===== config.mk =====
export PLATFORM = sky130hd
export DESIGN_NAME = dse_front_flat
export DESIGN_NICKNAME = d
export VERILOG_FILES = /design/src/design/dse_pkg.sv /design/src/design/dse_ifs.sv /design/src/design/dse_front.sv /design/src/flat_wrapper.sv
export SDC_FILE = /design/constraint.sdc
export NUM_CORES = 1
export LEC_CHECK = 0
export ABC_AREA = 1
export BUFFER_PORTS_ARGS = -buffer_cell sky130_fd_sc_hd__buf_2
export CAP_MARGIN = 20
export CORE_AREA = 2 2 99 101
export CTS_CLUSTER_DIAMETER = 30
export DETAILED_ROUTE_END_ITERATION = 10
export DIE_AREA = 0 0 101 103
export GPL_TIMING_DRIVEN = 0
export PLACE_DENSITY = 0.74
export SYNTH_ARGS = -nofsm -noshare
export SYNTH_HDL_FRONTEND = slang
export SYNTH_SLANG_ARGS = --single-unit

===== constraint.sdc =====
create_clock -name clk -period 5.9 [get_ports clk]
set_input_delay 1.18 -clock clk [delete_from_list [all_inputs] [get_ports clk]]
set_output_delay 1.18 -clock clk [all_outputs]
set_load 0.02 [all_outputs]

===== src/design/dse_pkg.sv =====
// Shared types, constants and Q8.24 helpers for the SDE element update block.
// No dependencies; every other design file except dse_ram imports this package.
`default_nettype none

package dse_pkg;

	localparam int IDX_W = 14;
	localparam int Q_W = 32;
	localparam int PROD_W = 64;
	localparam int RND_W = 40;
	localparam int WIDE_W = 42;
	localparam int CFG_IDX_W = 3;
	localparam int QUEUE_DEPTH = 4;
	localparam longint IDX_MAX = (64'd1 << IDX_W) - 64'd1;

	// 0.5 LSB of a Q8.24 product before the shift
	localparam logic signed [PROD_W-1:0] HALF_LSB = 64'sd8388608;
	localparam logic signed [Q_W-1:0] ONE_Q = 32'sd16777216;
	localparam logic signed [WIDE_W-1:0] W_MAX = 42'sd2147483647;
	localparam logic signed [WIDE_W-1:0] W_MIN = -42'sd2147483648;

	localparam logic [CFG_IDX_W-1:0] REG_COEF_SAMPLE = 3'd0;
	localparam logic [CFG_IDX_W-1:0] REG_COEF_CLEAN = 3'd1;
	localparam logic [CFG_IDX_W-1:0] REG_COEF_NOISE = 3'd2;
	localparam logic [CFG_IDX_W-1:0] REG_SIGMA_SOURCE = 3'd3;
	localparam logic [CFG_IDX_W-1:0] REG_INV_ALPHA_SOURCE = 3'd4;
	localparam logic [CFG_IDX_W-1:0] REG_HALF_INV_RATIO = 3'd5;
	localparam logic [CFG_IDX_W-1:0] REG_SECOND_ORDER = 3'd6;

	typedef struct packed {
		logic signed [Q_W-1:0] coef_sample;
		logic signed [Q_W-1:0] coef_clean;
		logic signed [Q_W-1:0] coef_noise;
		logic signed [Q_W-1:0] sigma_source;
		logic signed [Q_W-1:0] inv_alpha_source;
		logic signed [Q_W-1:0] half_inv_ratio;
		logic second_order;
	} cfg_t;

	typedef struct packed {
		logic [IDX_W-1:0] idx;
		logic signed [Q_W-1:0] sample;
		logic signed [Q_W-1:0] eps;
		logic signed [Q_W-1:0] noise;
	} item_t;

	function automatic logic signed [RND_W-1:0] q_round(input logic signed [PROD_W-1:0] p);
		logic signed [PROD_W-1:0] t;
		t = p + HALF_LSB;
		return t[PROD_W-1:24];
	endfunction

	function automatic logic signed [Q_W-1:0] q_clip(input logic signed [WIDE_W-1:0] v);
		logic signed [Q_W-1:0] r;
		if (v > W_MAX) begin
			r = W_MAX[Q_W-1:0];
		end else if (v < W_MIN) begin
			r = W_MIN[Q_W-1:0];
		end else begin
			r = v[Q_W-1:0];
		end
		return r;
	endfunction

	function automatic logic q_over(input logic signed [WIDE_W-1:0] v);
		return (v > W_MAX) || (v < W_MIN);
	endfunction

endpackage

`default_nettype wire


===== src/design/dse_ifs.sv =====
// Stream interfaces for the element item and the result item.
// Depends on dse_pkg for field widths.
`default_nettype none

interface dse_in_if import dse_pkg::*; ();
	logic valid;
	logic ready;
	logic [IDX_W-1:0] elem_index;
	logic signed [Q_W-1:0] sample_value;
	logic signed [Q_W-1:0] eps_value;
	logic signed [Q_W-1:0] noise_value;

	modport source(output valid, output elem_index, output sample_value,
		output eps_value, output noise_value, input ready);
	modport sink(input valid, input elem_index, input sample_value,
		input eps_value, input noise_value, output ready);
endinterface


`default_nettype wire


===== src/design/dse_front.sv =====
// Front end: accepts element items, folds the index into the store range.
// Depends on dse_pkg and dse_in_if.
`default_nettype none

module dse_front import dse_pkg::*; #(
	parameter int ELEMENTS = 16384
) (
	input  wire logic clk,
	input  wire logic arst_n,
	dse_in_if.sink    items,
	input  wire logic q_full,
	output logic      push_valid,
	output item_t     push_item
);

	localparam int SPLIT = IDX_W / 2;

	// conditional subtract of ELEMENTS << k for k = hi downto lo
	function automatic logic [IDX_W-1:0] idx_reduce(input logic [IDX_W-1:0] v,
		input int hi, input int lo);
		logic [IDX_W-1:0] t;
		t = v;
		for (int k = hi; k >= lo; k--) begin
			if ((longint'(ELEMENTS) << k) <= IDX_MAX) begin
				if (longint'(t) >= (longint'(ELEMENTS) << k)) begin
					t = t - IDX_W'(longint'(ELEMENTS) << k);
				end
			end
		end
		return t;
	endfunction

	logic  v_f1;
	item_t item_f1;
	logic  hold;

	assign hold = v_f1 && q_full;
	assign items.ready = !hold;

	always_ff @(posedge clk or negedge arst_n) begin
		if (!arst_n) begin
			v_f1 <= 1'b0;
		end else if (!hold) begin
			v_f1 <= items.valid;
		end
	end

	always_ff @(posedge clk) begin
		if (!hold && items.valid) begin
			item_f1.idx <= idx_reduce(items.elem_index, IDX_W - 1, SPLIT);
			item_f1.sample <= items.sample_value;
			item_f1.eps <= items.eps_value;
			item_f1.noise <= items.noise_value;
		end
	end

	always_comb begin
		push_item = item_f1;
		push_item.idx = idx_reduce(item_f1.idx, SPLIT - 1, 0);
	end

	assign push_valid = v_f1 && !q_full;

endmodule

`default_nettype wire


===== src/flat_wrapper.sv =====
// flat-port wrapper written by rule: the top's interface ports become plain ports
module dse_front_flat import dse_pkg::*;
#(
	parameter int ELEMENTS = 16384
)
  (clk, arst_n, q_full, push_valid, push_item, items_valid, items_elem_index, items_sample_value, items_eps_value, items_noise_value, items_ready);
  dse_in_if items_i ();
  input  wire logic clk;
  input  wire logic arst_n;
  input  wire logic q_full;
  output logic push_valid;
  output item_t push_item;
  input wire logic [$bits(items_i.valid)-1:0] items_valid;
  input wire logic [$bits(items_i.elem_index)-1:0] items_elem_index;
  input wire logic [$bits(items_i.sample_value)-1:0] items_sample_value;
  input wire logic [$bits(items_i.eps_value)-1:0] items_eps_value;
  input wire logic [$bits(items_i.noise_value)-1:0] items_noise_value;
  output wire logic [$bits(items_i.ready)-1:0] items_ready;
  assign items_i.valid = items_valid;
  assign items_i.elem_index = items_elem_index;
  assign items_i.sample_value = items_sample_value;
  assign items_i.eps_value = items_eps_value;
  assign items_i.noise_value = items_noise_value;
  assign items_ready = items_i.ready;
  dse_front #(.ELEMENTS(ELEMENTS)) u_core (.clk(clk), .arst_n(arst_n), .items(items_i), .q_full(q_full), .push_valid(push_valid), .push_item(push_item));
endmodule

=== Yosys cells after proc, flatten, opt, wreduce, memory -nomap -nowiden ===
Index checks and enable logic that the tools add are counted.

* Flip-flop bits (word level): 111
* Bits of input ports: 114

* Reduce and logical (&&, ||, !) cells: 5

{| class="wikitable"
|+ Operators by type and width
! kind !! count
|-
| $logic_and 1x1->1 || 3
|-
| $logic_not 1->1 || 2
|}

=== Depth between registers and ports, before layout ===
Gate-level depths: netlist (run 1).

* Word-level depth: 3
* Gate-level depth with buffers: 2
* Depth with buffers taken out: 2

=== Worst setup path after synthesis (run 1) ===
OpenSTA, ideal clock, no wires.

* Path type: in2reg
* Start: in items_valid
* End: reg u_core.item_f1 (netlist bit u_core.push_item[0]), enable pin
* Arrival time: 6.525 ns
* Path slack: -1.240 ns
* Cell stages on the path: 2
* Buffers on the path: 0
* Cell sequence: inv_1 a21oi_1

* Longest elaborated chain between the ends: 1

{| class="wikitable"
|+ RTL lines
! item !! line !! text
|-
| start, declared || flat_wrapper.sv:13 || <nowiki>input wire logic [$bits(items_i.valid)-1:0] items_valid;</nowiki>
|-
| $logic_and 1x1->1 || dse_front.sv:49 || <nowiki>if (!hold && items.valid) begin</nowiki>
|-
| end, declared || dse_front.sv:34 || <nowiki>item_t item_f1;</nowiki>
|}

No other way between the ends.
A chain may end at the register's enable or synchronous reset.

=== Final worst setup path (run 1) ===
* Start: in q_full
* End: out push_valid

* Longest elaborated chain between the ends: 2

{| class="wikitable"
|+ RTL lines
! item !! line !! text
|-
| start, declared || flat_wrapper.sv:10 || <nowiki>input wire logic q_full;</nowiki>
|-
| $logic_not 1->1 || dse_front.sv:62 || <nowiki>assign push_valid = v_f1 && !q_full;</nowiki>
|-
| $logic_and 1x1->1 || dse_front.sv:62 ||
|-
| end, declared || flat_wrapper.sv:11 || <nowiki>output logic push_valid;</nowiki>
|}

No other way between the ends.

==> results.sh, run 1 <==
export IMPL_cts_setup_buffers=0
export IMPL_crit_chain="buf_2 > nor2_1 > buf_2"
export IMPL_overflow=0
export IMPL_slowest_delay_ps=170
export IMPL_grt_pass1_wl_um=10300
export IMPL_initial_core_util_pct=35.4
export IMPL_rsz0062_at_grt="no"
export IMPL_die_w_um=101
export IMPL_cts_root_buf="clkbuf_8"
export IMPL_cts_made_buffers=9
export IMPL_yosysWarningCount=0
export IMPL_cap_viol_max_count=0
export IMPL_io_pins=226
export IMPL_reg2reg_to="u_core.push_item[39]$_DFFE_PP_"
export IMPL_grt_use_total_pct=13.6
export IMPL_drtIter0Drc=42
export IMPL_synth_net_count=231
export IMPL_fin_tns_setup_ps=0
export IMPL_path_max_fanout=3
export IMPL_end_kind="output port"
export IMPL_row_count=36
export IMPL_path_clk_slew_ps=90
export IMPL_fin_skew_ps=9.01
export IMPL_power_total_mw=1.58
export IMPL_cpMostUsedCell="buf_2"
export IMPL_drv_slew=0
export IMPL_fin_crit_sh_pct=46.6
export IMPL_outcome="finished clean"
export IMPL_portBuffers=225
export IMPL_postRouteWirelength_um=7600
export IMPL_startpoint_type="input port"
export IMPL_reg2reg_depth=3
export IMPL_hold_viol_final=0
export IMPL_cellPowerDensity_mw_per_mm2=320
export IMPL_cts_buffer_depth=2
export IMPL_setup_ws_ps=3150
export IMPL_synth_area_leaders="edfxtp_1 99%, dfrtp_1 0.75%, inv_1 0.22%"
export IMPL_dp_final_hpwl_um=5870
export IMPL_final_nets=470
export IMPL_antenna_found_initial=4
export IMPL_die_area_mm2=0.0104
export IMPL_irDropWorstVdd_uv=149
export IMPL_fp_dieH_um=103
export IMPL_via_count=2069
export IMPL_slew_headroom_pct=32.1
export IMPL_rrSetupSlack_ps=3840
export IMPL_viasPerCell=4.34
export IMPL_synth_top_cell_area_share_pct=98.5
export IMPL_worstMarginPinSlew_ps=1020
export IMPL_h_tree_depth=3
export IMPL_drtPass1Iterations=6
export IMPL_arrival_ps=1570
export IMPL_layout_min_cycle_time_ps=2750
export IMPL_cp_startpoint="q_full"
export IMPL_clock_fmax_mhz=363
export IMPL_hold_class="in2async"
export IMPL_setup_viol=0
export IMPL_gp_congestion=0.683
export IMPL_p_leak_nw=2.11
export IMPL_synth_distinct_cells=6
export IMPL_cts_resized=0
export IMPL_synth_area_per_cell_um2=28.6
export IMPL_crit_type="in2out"
export IMPL_cts_tree="done"
export IMPL_postRouteAntennaNets=0
export IMPL_cts_sinks=111
export IMPL_postCtsHoldBufs=0
export IMPL_core_mm2=0.00946
export IMPL_yosysTopAreaCell="edfxtp_1"
export IMPL_seq_area_frac_synth_pct=99.3
export IMPL_layout_drive_gt1_share_pct=67.9
export IMPL_wl_per_cell_um=15.9
export IMPL_insertion_delay_ps=360
export IMPL_ys_ff_latch=111
export IMPL_first_global_vias=2068
export IMPL_route_detailed_drc=0
export IMPL_grt_max_degree=35
export IMPL_worstPathRequired_ps=4720
export IMPL_dp_slack_ps=2940
export IMPL_area_growth_pct=47.1
export IMPL_reg2reg_from="u_core.v_f1$_DFFE_PN0N_"
export IMPL_synth_cells=117
export IMPL_cp_slowest_cell="buf_2"
export IMPL_syn_area_mm2=0.00335
-- placed cells by master, fill, tap and decap left out --
master	n
a21oi_4	1
buf_12	1
buf_16	2
buf_2	225
bufinv_16	2
clkbuf_8	9
clkinv_2	2
clkinvlp_4	1
dfrtp_1	1
diode_2	2
edfxtp_1	110
inv_1	2
inv_6	2
nand2_1	2
nor2_1	1
-- flip-flops by register name, summed over array words and instances (netlist names) --
name and flops:
u_core.v_f1 1, u_core.push_item 110
-- power breakdown --
group	internal (mW)	switching, mW	total (mW)
clock network	0.241	0.246	0.487
logic	0.0601	0.100	0.160
registers	0.918	0.0101	0.928
-- cell type report --
cell class              instances  area, µm²
flip-flops and latches        111       3330
fillers                       784       4530
clock buffers                   9        124
inverters                       2       7.51
well taps                     114        143
diodes                          2       5.00
multi-input cells               4       27.5
repair buffers                228       1200
clock inverters                 7       95.1
-- how the worst max path moves through the flow --
stage,to,cells after the start
after CTS,push_valid,3
after floorplan,u_core.push_item[0]$_DFFE_PP_,2
after global routing,push_valid,3
final,push_valid,3
after global placement,u_core.push_item[106]$_DFFE_PP_,2
after detailed placement,u_core.push_item[48]$_DFFE_PP_,4
-- cell usage after synthesis, drive strengths merged --
library cell	number
nor2	1
edfxtp	110
a21oi	1
dfrtp	1
inv	2
nand2	2
-- worst max-delay path, delay by kind of cell --
family                 cells  cell delay, ps
buffers and inverters      2             300
AND/OR/NAND/NOR            1             100
-- cells by family after synthesis --
logic type,after synthesis,synth area share [%]
buffers and inverters,2,0.224
flip-flops,111,99.3
AND/OR/NAND/NOR,3,0.336
AO/OA/AOI/OAI,1,0.149
-- through the flow --
stage	util [%]	cells	hold WS (ps)	area, µm²
2_1_floorplan	-	117	633	3360
3_3_place_gp	48.9	456	526	4620
3_5_place_dp	49.8	459	570	4710
4_1_cts	52.1	475	548	4930
5_1_grt	52.1	475	544	4930
6_report	52.1	477	575	4930
-- layer usage --
layer  vias up  track usage, %  part of all wire (%)  wire [µm]
li1        946               -                     -          -
met1       981            13.5                    33       2540
met2       118            23.8                    53       4050
met3        20            6.31                    11        813
met4         4            7.59                   2.3        178
met5         -               0                  0.22         17
No activity file was read; power rests on OpenSTA's default activity.
==> run 2, diff against run 1 <==
--- a/config.mk
+++ b/config.mk
@@ -5,15 +5,15 @@
 export SDC_FILE = /design/constraint.sdc
 export NUM_CORES = 1
 export LEC_CHECK = 0
-export ABC_AREA = 1
+export ABC_AREA = 0
 export BUFFER_PORTS_ARGS = -buffer_cell sky130_fd_sc_hd__buf_2
 export CAP_MARGIN = 20
-export CORE_AREA = 2 2 99 101
+export CORE_AREA = 2 2 94 96
 export CTS_CLUSTER_DIAMETER = 30
 export DETAILED_ROUTE_END_ITERATION = 10
-export DIE_AREA = 0 0 101 103
+export DIE_AREA = 0 0 96 98
 export GPL_TIMING_DRIVEN = 0
-export PLACE_DENSITY = 0.74
+export PLACE_DENSITY = 0.77
 export SYNTH_ARGS = -nofsm -noshare
 export SYNTH_HDL_FRONTEND = slang
 export SYNTH_SLANG_ARGS = --single-unit
==> constraint.sdc (replaced) <==
create_clock -name clk -period 2.8 [get_ports clk]
set_input_delay 0.56 -clock clk [delete_from_list [all_inputs] [get_ports clk]]
set_output_delay 0.56 -clock clk [all_outputs]
set_load 0.02 [all_outputs]
==> results.sh, run 2 <==
export IMPL_grt_pass1_wl_um=10400
export IMPL_synth_edf_count=110
export IMPL_synth_area_leaders="edfxtp_1 99%, dfrtp_1 0.75%, a21boi_1 0.22%"
export IMPL_synth_net_count=229
export IMPL_crit_chain="nor2b_1 > buf_2"
export IMPL_cts_root_buf="clkbuf_8"
export IMPL_irDropWorstVdd_uv=282
export IMPL_row_count=34
export IMPL_fp_dieH_um=98
export IMPL_largest_reg_flops=110
export IMPL_synth_distinct_cells=6
export IMPL_n_antenna_cell=0
export IMPL_cp_slowest_cell="dfrtp_1"
export IMPL_yosysMostFrequentCell="edfxtp_1"
export IMPL_hold_class="in2reg"
export IMPL_portBuffers=225
export IMPL_final_cell_mix="225 x buf_2, 110 x edfxtp_1, 9 x clkbuf_8"
export IMPL_final_nets=469
export IMPL_overflow=0
export IMPL_hold_viol_final=0
export IMPL_worstMarginPinSlew_ps=697
export IMPL_postCtsHoldBufs=1
export IMPL_seq_area_frac_synth_pct=99.3
export IMPL_syn_area_mm2=0.00335
export IMPL_rsz0062_at_grt="no"
export IMPL_grt_use_total_pct=15.6
export IMPL_layout_min_cycle_time_ps=1660
export IMPL_yosysWarningCount=0
export IMPL_path_max_fanout=4
export IMPL_slowest_delay_ps=440
export IMPL_postRouteWirelength_um=7270
export IMPL_critPathTopFamily="flip-flops"
export IMPL_cap_viol_max_count=0
export IMPL_fin_skew_ps=8.10
export IMPL_arrival_ps=1100
export IMPL_yosysTopAreaCell="edfxtp_1"
export IMPL_worstPathRequired_ps=2240
export IMPL_p_leak_nw=2.07
export IMPL_first_global_vias=2061
export IMPL_cts_sinks=111
export IMPL_final_common_cell="buf_2"
export IMPL_synth_top_flop_cell="edfxtp_1"
export IMPL_synth_top_cell_area_share_pct=98.5
export IMPL_cts_setup_buffers=0
export IMPL_layout_drive_gt1_share_pct=67.7
export IMPL_initial_core_util_pct=39.6
export IMPL_insertion_delay_ps=360
export IMPL_cellPowerDensity_mw_per_mm2=643
export IMPL_clock_fmax_mhz=602
export IMPL_h_tree_depth=3
export IMPL_crit_type="reg2out"
export IMPL_die_area_mm2=0.00941
export IMPL_viasPerCell=4.31
export IMPL_core_mm2=0.00847
export IMPL_startpoint_type="flop"
export IMPL_cts_tree="done"
export IMPL_slew_headroom_pct=53.4
export IMPL_cts_resized=0
export IMPL_via_count=2014
export IMPL_wl_per_cell_um=15.6
export IMPL_critical_path_buf_inv_count=1
export IMPL_synth_cells=115
export IMPL_io_pins=226
export IMPL_fin_tns_setup_ps=0
export IMPL_outcome="finished clean"
export IMPL_setup_viol=0
export IMPL_ys_ff_latch=111
export IMPL_end_kind="output port"
export IMPL_utilization_pct=57.5
export IMPL_grt_max_degree=34
export IMPL_synthArstFlopShare_pct=0.901
export IMPL_postRouteAntennaNets=0
export IMPL_area_growth_pct=45.1
export IMPL_drv_slew=0
export IMPL_cts_made_buffers=9
export IMPL_path_clk_slew_ps=100
export IMPL_drtIter0Drc=68
export IMPL_cts_buffer_depth=2
export IMPL_drtPass1Iterations=4
export IMPL_antenna_found_initial=0
export IMPL_die_w_um=96
export IMPL_fin_crit_sh_pct=59.3
export IMPL_gp_congestion=0.703
export IMPL_synth_area_per_cell_um2=29.2
export IMPL_dp_final_hpwl_um=5760
export IMPL_route_detailed_drc=0
==> run 2: changes by cell type after synthesis, sizes merged <==
cell	change
nor2b	+1
a21oi	-1
nor2	-1
inv	-2
a21boi	+1
a21o	+1
nand2	-1
==> run 2: worst register-to-register path: stages (launching register included) <==
cell      delay, ps
dfrtp_1         440
a21boi_4        600
buf_12          290
==> run 2: final cells by class <==
class                   count  area [µm²]
fillers                   672        3600
flip-flops and latches    111        3330
repair buffers            229        1200
well taps                 108         135
clock buffers               9         124
clock inverters             6        47.5
multi-input cells           4        36.3
==> run 2: final timing paths <==
kind | startpoint | endpoint | slack [ps] | cells after the start
setup / recovery | u_core.v_f1$_DFFE_PN0N_ | push_valid | 1140 | 2
hold / removal | items_elem_index[5] | u_core.push_item[101]$_DFFE_PP_ | 370 | 1
setup reg to reg | u_core.v_f1$_DFFE_PN0N_ | u_core.push_item[20]$_DFFE_PP_ | 1170 | 2
hold reg to reg | u_core.v_f1$_DFFE_PN0N_ | u_core.v_f1$_DFFE_PN0N_ | 600 | 1
max in group asynchronous | arst_n | u_core.v_f1$_DFFE_PN0N_ | 2210 | 2
min in group asynchronous | arst_n | u_core.v_f1$_DFFE_PN0N_ | 500 | 2
==> run 2: cells by family after synthesis <==
family,share of synthesized area (%)
flip-flops,99.3
AO/OA/AOI/OAI,0.448
AND/OR/NAND/NOR,0.299
==> run 2: per-stage QoR <==
stage | worst slack [ps] | total power, mW | hold slack [ps] | cell area (µm²) | cells
CTS | 1110 | 3.18 | 338 | 4870 | 467
global placement | -675 | 2.32 | 341 | 4630 | 448
detailed placement | 901 | 2.33 | 341 | 4690 | 451
global route | 1040 | 3.27 | 327 | 4870 | 467
floorplan | -39.7 | 2.15 | 264 | 3360 | 115
finish | 1140 | 3.13 | 366 | 4870 | 467
==> run 2: power breakdown <==
| group | switching (mW) | internal [mW] | leakage (nW) |
|---|---|---|---|
| logic | 0.209 | 0.125 | 0.935 |
| clock network | 0.514 | 0.325 | 0.0809 |
| registers | 0.0212 | 1.93 | 1.06 |
==> run 2: layer usage <==
layer | routed length (µm) | share of wire (%) | GRT usage (%) | up-vias
met5 | 0 | 0 | 0 | -
met4 | 104 | 1.4 | 7.25 | 0
met3 | 831 | 11 | 5.71 | 10
met2 | 3710 | 51 | 26.3 | 135
met1 | 2630 | 36 | 17.3 | 925
li1 | - | - | - | 944
