### src/design/dse_pkg.sv
// Shared types, constants and Q8.24 helpers for the SDE element update block.
// No dependencies; every other design file except dse_ram imports this package.
`default_nettype none

package dse_pkg;

	localparam int IDX_W = 14;
	localparam int Q_W = 32;
	localparam int PROD_W = 64;
	localparam int RND_W = 40;
	localparam int WIDE_W = 42;
	localparam int CFG_IDX_W = 3;
	localparam int QUEUE_DEPTH = 4;
	localparam longint IDX_MAX = (64'd1 << IDX_W) - 64'd1;

	// 0.5 LSB of a Q8.24 product before the shift
	localparam logic signed [PROD_W-1:0] HALF_LSB = 64'sd8388608;
	localparam logic signed [Q_W-1:0] ONE_Q = 32'sd16777216;
	localparam logic signed [WIDE_W-1:0] W_MAX = 42'sd2147483647;
	localparam logic signed [WIDE_W-1:0] W_MIN = -42'sd2147483648;

	localparam logic [CFG_IDX_W-1:0] REG_COEF_SAMPLE = 3'd0;
	localparam logic [CFG_IDX_W-1:0] REG_COEF_CLEAN = 3'd1;
	localparam logic [CFG_IDX_W-1:0] REG_COEF_NOISE = 3'd2;
	localparam logic [CFG_IDX_W-1:0] REG_SIGMA_SOURCE = 3'd3;
	localparam logic [CFG_IDX_W-1:0] REG_INV_ALPHA_SOURCE = 3'd4;
	localparam logic [CFG_IDX_W-1:0] REG_HALF_INV_RATIO = 3'd5;
	localparam logic [CFG_IDX_W-1:0] REG_SECOND_ORDER = 3'd6;

	typedef struct packed {
		logic signed [Q_W-1:0] coef_sample;
		logic signed [Q_W-1:0] coef_clean;
		logic signed [Q_W-1:0] coef_noise;
		logic signed [Q_W-1:0] sigma_source;
		logic signed [Q_W-1:0] inv_alpha_source;
		logic signed [Q_W-1:0] half_inv_ratio;
		logic second_order;
	} cfg_t;

	typedef struct packed {
		logic [IDX_W-1:0] idx;
		logic signed [Q_W-1:0] sample;
		logic signed [Q_W-1:0] eps;
		logic signed [Q_W-1:0] noise;
	} item_t;

	function automatic logic signed [RND_W-1:0] q_round(input logic signed [PROD_W-1:0] p);
		logic signed [PROD_W-1:0] t;
		t = p + HALF_LSB;
		return t[PROD_W-1:24];
	endfunction

	function automatic logic signed [Q_W-1:0] q_clip(input logic signed [WIDE_W-1:0] v);
		logic signed [Q_W-1:0] r;
		if (v > W_MAX) begin
			r = W_MAX[Q_W-1:0];
		end else if (v < W_MIN) begin
			r = W_MIN[Q_W-1:0];
		end else begin
			r = v[Q_W-1:0];
		end
		return r;
	endfunction

	function automatic logic q_over(input logic signed [WIDE_W-1:0] v);
		return (v > W_MAX) || (v < W_MIN);
	endfunction

endpackage

`default_nettype wire

### src/design/dse_queue.sv
// Short item queue between the front end and the update pipeline.
// Depends on dse_pkg.
`default_nettype none

module dse_queue import dse_pkg::*; (
	input  wire logic  clk,
	input  wire logic  arst_n,
	input  wire logic  push_valid,
	input  wire item_t push_item,
	output logic       full,
	input  wire logic  pop,
	output logic       pop_valid,
	output item_t      pop_item
);

	localparam int PW = $clog2(QUEUE_DEPTH);

	item_t         mem_q [QUEUE_DEPTH];
	logic [PW-1:0] wr_ptr_q;
	logic [PW-1:0] rd_ptr_q;
	logic [PW:0]   count_q;

	assign full = count_q == (PW + 1)'(QUEUE_DEPTH);
	assign pop_valid = count_q != '0;
	assign pop_item = mem_q[rd_ptr_q];

	always_ff @(posedge clk or negedge arst_n) begin
		if (!arst_n) begin
			wr_ptr_q <= '0;
			rd_ptr_q <= '0;
			count_q <= '0;
		end else begin
			if (push_valid) begin
				wr_ptr_q <= wr_ptr_q + 1'b1;
			end
			if (pop) begin
				rd_ptr_q <= rd_ptr_q + 1'b1;
			end
			if (push_valid && !pop) begin
				count_q <= count_q + 1'b1;
			end else if (pop && !push_valid) begin
				count_q <= count_q - 1'b1;
			end
		end
	end

	always_ff @(posedge clk) begin
		if (push_valid) begin
			mem_q[wr_ptr_q] <= push_item;
		end
	end

	a_no_overflow: assert property (@(posedge clk) disable iff (!arst_n)
		push_valid |-> !full)
		else $error("push into full queue");

	a_no_underflow: assert property (@(posedge clk) disable iff (!arst_n)
		pop |-> pop_valid)
		else $error("pop from empty queue");

endmodule

`default_nettype wire

### config.mk
export PLATFORM = sky130hd
export DESIGN_NAME = dse_queue
export DESIGN_NICKNAME = d
export VERILOG_FILES = /design/src/design/dse_pkg.sv /design/src/design/dse_queue.sv
export SDC_FILE = /design/constraint.sdc
export NUM_CORES = 1
export LEC_CHECK = 0
export BUFFER_PORTS_ARGS = -buffer_cell sky130_fd_sc_hd__buf_2
export CORE_MARGIN = 2
export CORE_UTILIZATION = 29
export CTS_BUF_LIST = sky130_fd_sc_hd__clkbuf_2 sky130_fd_sc_hd__clkbuf_4 sky130_fd_sc_hd__clkbuf_8
export DETAILED_ROUTE_END_ITERATION = 16
export HOLD_SLACK_MARGIN = 0.1
export PLACE_DENSITY_LB_ADDON = 0.25
export SETUP_SLACK_MARGIN = 0.4
export SYNTH_ARGS = -nofsm -noshare
export SYNTH_HDL_FRONTEND = slang
export SYNTH_SLANG_ARGS = --single-unit
### constraint.sdc
create_clock -name clk -period 4.61 [get_ports clk]
set_input_delay 0.461 -clock clk [delete_from_list [all_inputs] [get_ports clk]]
set_output_delay 0.461 -clock clk [all_outputs]
set_load 0.02 [all_outputs]
---- Yosys cells after proc, flatten, opt, wreduce, memory -nomap -nowiden ----
Memories as Yosys holds them, arrays and structs flattened.
Index checks and enable logic that the tools add are counted.
storage, ports and cells
  register bits ........................... 7
  RAM bits ................................ 440
  bits of input ports ..................... 114
  output and inout bits ................... 112
  word-level logic and storage cells ...... 19
  memories ................................ 1
cells by class
  $add $sub $neg .......................... 4
  equal/unequal tests ..................... 1
  mux-type cells .......................... 4
  reductions and logical operators ........ 6
memories
  name   words  width  rd ports  clocked after Yosys merged registers in  wr ports  line             source
  mem_q  4      110    1         0                                        1         dse_queue.sv:18  item_t mem_q [QUEUE_DEPTH];
operators by type and width
  kind                                              number
  two-way mux 3 bit                                 2
  adder 2 x 1 -> 2 bit, second input constant       2
  adder 3 x 1 -> 3 bit, second input constant       1
  == test 3 bit, second input constant              1
  nonzero test 3 bit                                1
  subtractor 3 x 1 -> 3 bit, second input constant  1
  logical AND 1 bit                                 2
  zero test 1 bit                                   2
  two-way mux 1 bit                                 2
  nonzero test 2 bit                                1

---- Depth between registers and ports, before layout ----
Gate-level depths: netlist of run 1.
  depth in word-level cells ............... 4
  depth in mapped cells ................... 7
  gate-level depth less buffers ........... 7

---- Worst setup path before layout of run 1 ----
OpenSTA, ideal clock, no wires.
  path type ............................... register to register
  from .................................... register wr_ptr_q[0]
  to ...................................... memory mem_q[2][0] (netlist bit), enable pin
  library setup time ...................... 0.482 ns
  arrival ................................. 3.150 ns
  required time ........................... 4.128 ns
  slack ................................... 0.978 ns
  stages on the path, launching flop included .. 4
  path buffers ............................ 0
  clock period less this slack ............ 3.632 ns
  cells stage by stage .................... dfrtp_1 > inv_1 > ha_1 > and2_1
RTL lines
  what                    line             source
  from (decl)             dse_queue.sv:19  logic [PW-1:0] wr_ptr_q;
  from (signal assigned)  dse_queue.sv:34  wr_ptr_q <= wr_ptr_q + 1'b1;
  to (decl)               dse_queue.sv:18
Straight into the memory's write port.

==> results of run 1 <==
synth_stat cells, drive strengths merged (2+ instances only):
library cell,n,share of area
and2,4,0.0015
buf,22,0.011
clkbuf,3,0.00069
dfrtp,7,0.011
edfxtp,440,0.81
ha,5,0.0038
inv,4,0.00092
mux4,110,0.15
nand2,2,0.00046
xnor2,2,0.0011
xor2,4,0.0022
flip-flops by register name, indices dropped and copies added, names as in the netlist:
| name | flops |
|---|---|
| wr_ptr_q | 2 |
| mem_q | 440 |
| rd_ptr_q | 2 |
| count_q | 3 |
routing by layer:
layer  vias to the layer above  share of wire
met3                        52          0.063
met1                      4023           0.42
met5                         -        0.00047
met2                       212           0.50
met4                         2          0.021
li1                       3470              -
per-stage QoR:
step,utilization,std cells
floorplan,-,609
global route,0.381,1827
global placement,0.331,1567
finish,0.381,1827
CTS,0.381,1827
detailed placement,0.331,1567
path summary, 6_finish.rpt:
path | slack [ns] | start | cells past startpoint | endpoint
hold reg to reg | 0.48 | count_q[2] | 1 | count_q[2]
min in group clk | 0.48 | count_q[2] | 1 | count_q[2]
max in group asynchronous | 4.22 | arst_n | 2 | rd_ptr_q[0]
setup / recovery | 1.47 | rd_ptr_q[0] | 3 | pop_item[88]
hold / removal | 0.22 | arst_n | 2 | count_q[2]
setup reg to reg | 2.39 | wr_ptr_q[0] | 4 | mem_q[2][43]
kinds of logic (layout without fill, tap and decap cells):
group                    count (synthesis)  count (layout)  synth area share
adder cells (fa/ha/maj)                  6               6           0.00507
flip-flops                             447             447             0.823
multiplexers                           111             111             0.153
buffers and inverters                   29             499            0.0129
AND/OR/NAND/NOR                          9               9           0.00307
AO/OA/AOI/OAI                            1               1          0.000307
XOR/XNOR                                 6               6           0.00323
area by class of cell:
cell class                      instances  area (sq um)
Inverter                                4          15.0
Fill cell                            5102         34300
Clock inverter                         32           201
Sequential cell                       447         13400
Clock buffer                          115          1390
Timing Repair Buffer                  348          2420
Tap cell                              748           936
Multi-Input combinational cell        133          2690
power by group:
group / internal, W / switching, W
logic: 0.00166 / 0.00240
clock network: 0.00205 / 0.00158
registers: 0.00532 / 0.000272
worst reg2reg max path, cell delays in order, from the launching register on:
cell and delay, ns:
sky130_fd_sc_hd__dfrtp_1 0.42, sky130_fd_sc_hd__inv_1 0.10, sky130_fd_sc_hd__ha_1 0.14, sky130_fd_sc_hd__and2_4 0.73
sky130_fd_sc_hd__buf_12 0.44
placed cells by master, fill, tap and decap left out:
| master | count |
|---|---|
| sky130_fd_sc_hd__or3_1 | 1 |
| sky130_fd_sc_hd__edfxtp_1 | 440 |
| sky130_fd_sc_hd__xor2_1 | 4 |
| sky130_fd_sc_hd__dfrtp_1 | 5 |
| sky130_fd_sc_hd__fa_1 | 1 |
| sky130_fd_sc_hd__nand2_1 | 2 |
| sky130_fd_sc_hd__buf_2 | 225 |
| sky130_fd_sc_hd__xnor2_1 | 2 |
| sky130_fd_sc_hd__buf_12 | 7 |
| sky130_fd_sc_hd__clkinvlp_4 | 6 |
| sky130_fd_sc_hd__mux2_2 | 1 |
| sky130_fd_sc_hd__bufinv_16 | 2 |
| sky130_fd_sc_hd__nor2_1 | 1 |
| sky130_fd_sc_hd__clkbuf_4 | 31 |
| sky130_fd_sc_hd__clkinv_1 | 19 |
| sky130_fd_sc_hd__buf_4 | 3 |
| sky130_fd_sc_hd__nor3b_1 | 1 |
| sky130_fd_sc_hd__ha_1 | 5 |
| sky130_fd_sc_hd__mux4_2 | 110 |
| sky130_fd_sc_hd__o21ai_0 | 1 |
| sky130_fd_sc_hd__dfrtp_4 | 2 |
| sky130_fd_sc_hd__inv_1 | 4 |
| sky130_fd_sc_hd__and2_4 | 4 |
| sky130_fd_sc_hd__clkinv_2 | 5 |
| sky130_fd_sc_hd__clkbuf_8 | 84 |
| sky130_fd_sc_hd__dlygate4sd3_1 | 113 |
what timing repair did:
action / in CTS / in global routing
endpoints found under the hold margin: 451 / 0
hold buffers: 113 / 0
gates resized for setup: 0 / 0
buffers inserted: 0 / 0
endpoints found under the setup margin: 0 / 0
==> impl.org, run 1 <==
** Placement
- DP Worst Slack :: 2.00 ns
- IO Port Bufs :: 225
- Post-detail-place hpwl :: 18,800 um
- Gp weighted congestion :: 0.695
- Area after DPL :: 18,300 sq um

** STA
- Largest clock skew in the final design :: 0.0141 ns
- Min setup slack post-route :: 1.47 ns
- Final Slew Violations :: 0
- RSZ-0062 raised after global routing :: false
- In the finished design, the share of the clock period the worst path needs comes to 0.681.
- Relative slew margins :: 0.400
- Fin crit period :: 3.14 ns
- The number of failing hold endpoints at the final stage came to 0.
- Final hold analysis gives a worst-case slack of 0.218 ns.
- Total Negative Setup Slacks :: 0 ns
- Worst slew pin tran :: 0.900 ns
- Setup violations remaining at the end of the flow were counted as 0.
- Highest clock rate :: 0.319 GHz

** Clock network
- Counting every sink on the clock net gives 447.
- Root Buffer Master :: sky130_fd_sc_hd__clkbuf_8
- The H-tree was split into 3 levels.
- Clk buf depth :: 3
- Counting the buffers created by CTS gives 81.
- The later pin in the worst-skew pair is clocked with a latency of 0.64 ns.
- After clock tree synthesis, the clock-pin slew on the worst setup and hold paths is 0.06 ns.
- TritonCTS built the clock tree.

** GRT
- For this run, global-route usage on met1 was measured as 0.146.
- Vias in the first global route :: 8,759
- After global routing the overflow that remains totals 0.
- GR Util met2 :: 0.197
- Layer with the highest usage after global routing :: met2
- GRT Resource Usage Total :: 0.120
- Entering global routing, the biggest net connects 63 pins.
- Initial antenna violation count :: 1
- GRT met3 Usage :: 0.0382
- The first global-routing pass estimated 51,500 um of wire.

** Logic synthesis
- Netlist cell types :: 20
- Syn Std Cell Area :: 16,300 sq um
- Most used flip-flop cell after synthesis :: sky130_fd_sc_hd__edfxtp_1
- Of the synthesized area, sequential elements account for 0.823.
- In this run, synthesis inferred 440 flip-flops with an integrated enable.
- After technology mapping, the gate count stands at 609.
- Post-synth net total :: 729
- The Yosys step of the flow raised 0 warnings.
- Mean Syn Cell Area :: 26.7 sq um
- #FFs+latches synth :: 447
- For this run, asynchronously set or reset flops after synthesis account for 0.0157.

** Detailed routing
- The first detailed-routing pass ran for 4 iterations.
- Final routed wire length divided by cell count :: 18.8 um
- Drc violations :: 0
- Using the TritonRoute via totals, the vias-per-cell ratio works out to 4.25.
- Starting DRT DRC Count :: 345
- Vias after detailed routing :: 7,759
- Summed over all layers, the routed wires come to 34,300 um.
- Number of nets still failing antenna checks after routing :: 0

** Die
- Measured along the y axis, the die boundary spans 241 um.
- Floorplan core area :: 55,300 sq um
- Die Area :: 58,000 sq um
- Initial Util :: 0.294
- The die is 241 um wide.
- 226 I/O pins were placed.
- Row generation in the floorplan step produced 86 rows.

** Critical path
- The slowest stage of the critical path is the sky130_fd_sc_hd__dfrtp_4 cell.
- CP max stage delay :: 0.79 ns
- Data arrival, critical path :: 2.68 ns
- Walking the worst path, the cells encountered are buf_4 -> mux4_2 -> buf_2.
- By startpoint and endpoint, the worst setup path is classified as register to output pin.
- Together, buffers and inverters on the worst path number 2.
- The worst setup path is launched from a register.
- CP endpoint kind :: output pin
- Data on the critical path is required at its endpoint by 4.15 ns.
- Critical path's top delay family :: flip-flops
- Crit Path Max Fanout :: 25

** Job
- Number of maximum-capacitance constraint violations :: 0

** Finish
- Ratio of cells with drive above 1 in the final layout :: 0.445
- For this run, the post-layout net count is 1,135.
- From synthesis to final layout, the design area changed by 29.3%.
- Diodes inserted :: 0
- Once layout is done, the placed cells without fillers occupy 21,000 sq um.

** Worst hold path
- Worst Hold Class :: primary input to async pin

** Pwr
- IR analysis of the VDD net gives a maximum drop of 0.000309 V.
- For this design the ratio of total power to cell area is 631 nW/um^2.
- The analysis attributes to cell leakage a power of 7.20 nW.
- Total power :: 0.0133 W

** Status
- Run status :: complete, no violations
Note: power is estimated with default switching activity, not from simulation.
==> inputs of run 2 (changes only) <==
clock period = 3.1 ns   (was 4.61 ns; I/O delays follow)
==> impl.org, run 2 (synthesized netlist as in run 1, its figures left out) <==
** Die
- The overall die area came to 58,000 sq um (unchanged).
- Top-level port count :: 226 (unchanged)
- Initial Util :: 0.294 (unchanged)
- The height of the die came to 241 um (unchanged).
- The area of the core came to 55,300 sq um (unchanged).
- Die width :: 241 um (unchanged)
- Cell Rows :: 86 (unchanged)

** Finish
- The largest registers in the layout are mem_q: 440 flops, count_q: 3 flops.
- The register with the most flip-flops in the final layout is mem_q.
- Highest-count cells in the layout ignoring fill and taps :: sky130_fd_sc_hd__edfxtp_1 (440), sky130_fd_sc_hd__buf_2 (225), sky130_fd_sc_hd__dlygate4sd3_1 (114)
- The post-route standard cell area excluding fillers was 21,300 sq um (+1.2%).
- Area Growth Syn to Fin :: 30.9%
- Diodes inserted :: 0 (unchanged)
- Leaving out fill and tap cells, the most frequent cell in the layout is sky130_fd_sc_hd__edfxtp_1.
- Layout Nets :: 1,150 (+1.3%)
- Number of flip-flops under the largest register name :: 440 (unchanged)
- Ratio of cells with drive above 1 in the final layout :: 0.453 (+0.00794)

** Critical path
- Data required time of the critical path :: 2.79 ns (-1.36 ns)
- Data arrival, critical path :: 2.20 ns (-0.48 ns)
- The worst setup path is captured at an output pin.
- Buffers plus inverters on the worst setup path :: 3 (+1)
- Grouping stages by cell kind, the critical path spends the most delay in multiplexers.
- Category of the most critical setup path :: register to output pin
- The critical path goes through buf_12 -> buf_12 -> mux4_2 -> buf_2.
- The largest fanout on the critical path was 20 (-20%).
- Register-to-register setup slack :: 1.20 ns (-1.19 ns)
- The delay of the slowest cell on the worst path came to 0.54 ns (-0.25 ns).
- Counting stages on the worst path, the most repeated cell is sky130_fd_sc_hd__buf_12.
- The slowest stage of the critical path is the sky130_fd_sc_hd__mux4_2 cell.
- Startpoint type of the worst setup path :: register

** Pwr
- The clock group share of total power came to 0.266 (-0.008).
- Sw Pwr :: 0.00645 W (+52%)
- Static power due to leakage :: 7.32 nW (+1.8%)
- The power per unit of standard cell area is 945 nW/um^2 (+50%).
- The internal cell power is 0.0137 W (+52%).
- The switching power share of the total is 0.321 (about the same).
- Peak supply drop :: 0.000471 V (+52%)
- The combinational group share of total power is 0.326 (+0.021).
- The proportion of power drawn by flip-flops and latches is 0.407 (-0.014).

** Job
- The number of maximum-capacitance violations is 0 (unchanged).

** STA
- The final clock skew is 0.0131 ns (-0.000988 ns).
- The transition time at the pin with the least slew margin is 0.603 ns (-0.298 ns).
- The worst max-slew margin expressed relative to the limit was 0.598 (+0.198).
- Setup repair after global routing left no endpoint under its margin.
- The total setup violations reported at the end of the flow was 0 (unchanged).
- The summed negative setup slack over all endpoints is 0 ns (unchanged).
- Fin. Hold Viols :: 0 (unchanged)
- The smallest clock period supported by the final layout is computed as 2.51 ns.
- The number of max-slew violations in the final report was 0 (unchanged).
- Timing would allow up to 0.399 GHz.
- In the finished design, the share of the clock period the worst path needs comes to 0.809.

** Clock network
- The clock-pin slew reported for the worst setup and hold paths after clock tree synthesis was 0.06 ns (about the same).
- The cell sitting at the root of the clock tree is a sky130_fd_sc_hd__clkbuf_8.
- TritonCTS clock tree :: done
- The number of buffers inserted during clock tree synthesis was 79 (-2.5%).
- The buffer levels on the longest clock path was 3 (unchanged).
- The clock latency of the later-clocked register in the worst-skew pair was 0.64 ns (about the same).
- Number of levels the H-tree was split into :: 3 (unchanged)
- The sink count of the clock tree was 447 (unchanged).
- The number of instances resized during post-cts repair came to 0 (unchanged).

** GRT
- The initial antenna violation count was 1 (unchanged).
- The maximum number of pins on one net before global-route repair was 44 (-30%).
- GRT Resource Usage Total :: 0.124 (+0.00395)
- The first-pass GRT wire length was 52,600 um (+2.1%).
- The via count of the first global-routing pass was 8,736 (-0.26%).
- The final global-route overflow total is 0 (unchanged).

** Detailed routing
- Drc violations :: 0 (unchanged)
- The final routed wire length divided by cell count came to 19.3 um (+2.7%).
- Starting DRT DRC Count :: 275 (-20%)
- Wire length reported by the detailed router :: 35,500 um (+3.4%)
- The average vias per placed instance is 4.28 (+0.87%).
- The via total after detailed routing was 7,878 (+1.5%).
- The number of detailed-route iterations in the first pass is 4 (unchanged).
- The remaining antenna violation count came to 0 (unchanged).

** Placement
- The routability congestion estimate came to 0.675 (-3.0%).
- The count of port buffers added during placement is 225 (unchanged).
- Post-detail-place hpwl :: 20,100 um (+7.0%)
- Area after DPL :: 18,500 sq um (+0.85%)

** Status
- Run status :: complete, no violations

** Worst hold path
- The tightest min-delay check is of the primary input to register type.
==> run 2: cell count changes in the layout (fill, tap and decap cells not counted), moves of 2 or more <==
cell,previous run,this run
sky130_fd_sc_hd__buf_12,7,17
sky130_fd_sc_hd__inv_6,0,4
sky130_fd_sc_hd__buf_4,3,7
sky130_fd_sc_hd__clkinv_1,19,16
sky130_fd_sc_hd__clkbuf_4,31,29
sky130_fd_sc_hd__clkbuf_8,84,80
sky130_fd_sc_hd__clkinvlp_4,6,4
==> run 2: metal layers <==
layer	track usage	up-vias	part of all wire
met5	0	-	0.00037
met4	0.0513	2	0.023
met3	0.0371	62	0.056
met2	0.199	193	0.48
met1	0.157	4122	0.44
li1	-	3499	-
==> run 2: what timing repair did <==
item / CTS / global route
hold buffers: 114 / 0
buffers inserted: 7 / 0
endpoints found under the hold margin: 452 / 0
setup endpoints to repair: 106 / 0
==> run 2: final timing paths <==
path	from	to	cells past startpoint
setup / recovery	rd_ptr_q[0]	pop_item[23]	4
min in group asynchronous	arst_n	count_q[2]	3
max in group asynchronous	arst_n	rd_ptr_q[0]	3
hold reg to reg	count_q[2]	count_q[2]	1
setup reg to reg	wr_ptr_q[0]	mem_q[2][39]	4
hold / removal	push_item[106]	mem_q[2][106]	2
==> run 2: power groups by stage <==
stage,sequential [W],combinational [W],clock [W]
floorplan,0.00823,0.00427,0
finish,0.00820,0.00657,0.00536
detailed placement,0.00851,0.00627,0
CTS,0.00822,0.00682,0.00558
global placement,0.00848,0.00628,0
global route,0.00830,0.00707,0.00586
==> run 2: stage by stage <==
step	setup WS, ns	total power [W]	std cells	utilization	hold WS [ns]
3_3_place_gp	0.927	0.0148	1576	0.334	0.155
6_report	0.592	0.0201	1839	0.385	0.410
4_1_cts	0.477	0.0206	1839	0.385	0.319
2_1_floorplan	0.685	0.0125	609	-	0.0144
5_1_grt	0.466	0.0212	1839	0.385	0.369
3_5_place_dp	0.917	0.0148	1576	0.334	0.156
==> run 2: final cells by class <==
type	count	area (sq um)
clock buffers	109	1320
clock inverters	33	245
fillers	5105	34000
inverters	4	15.0
multi-input cells	133	2690
flip-flops and latches	447	13400
well taps	748	936
repair buffers	365	2700
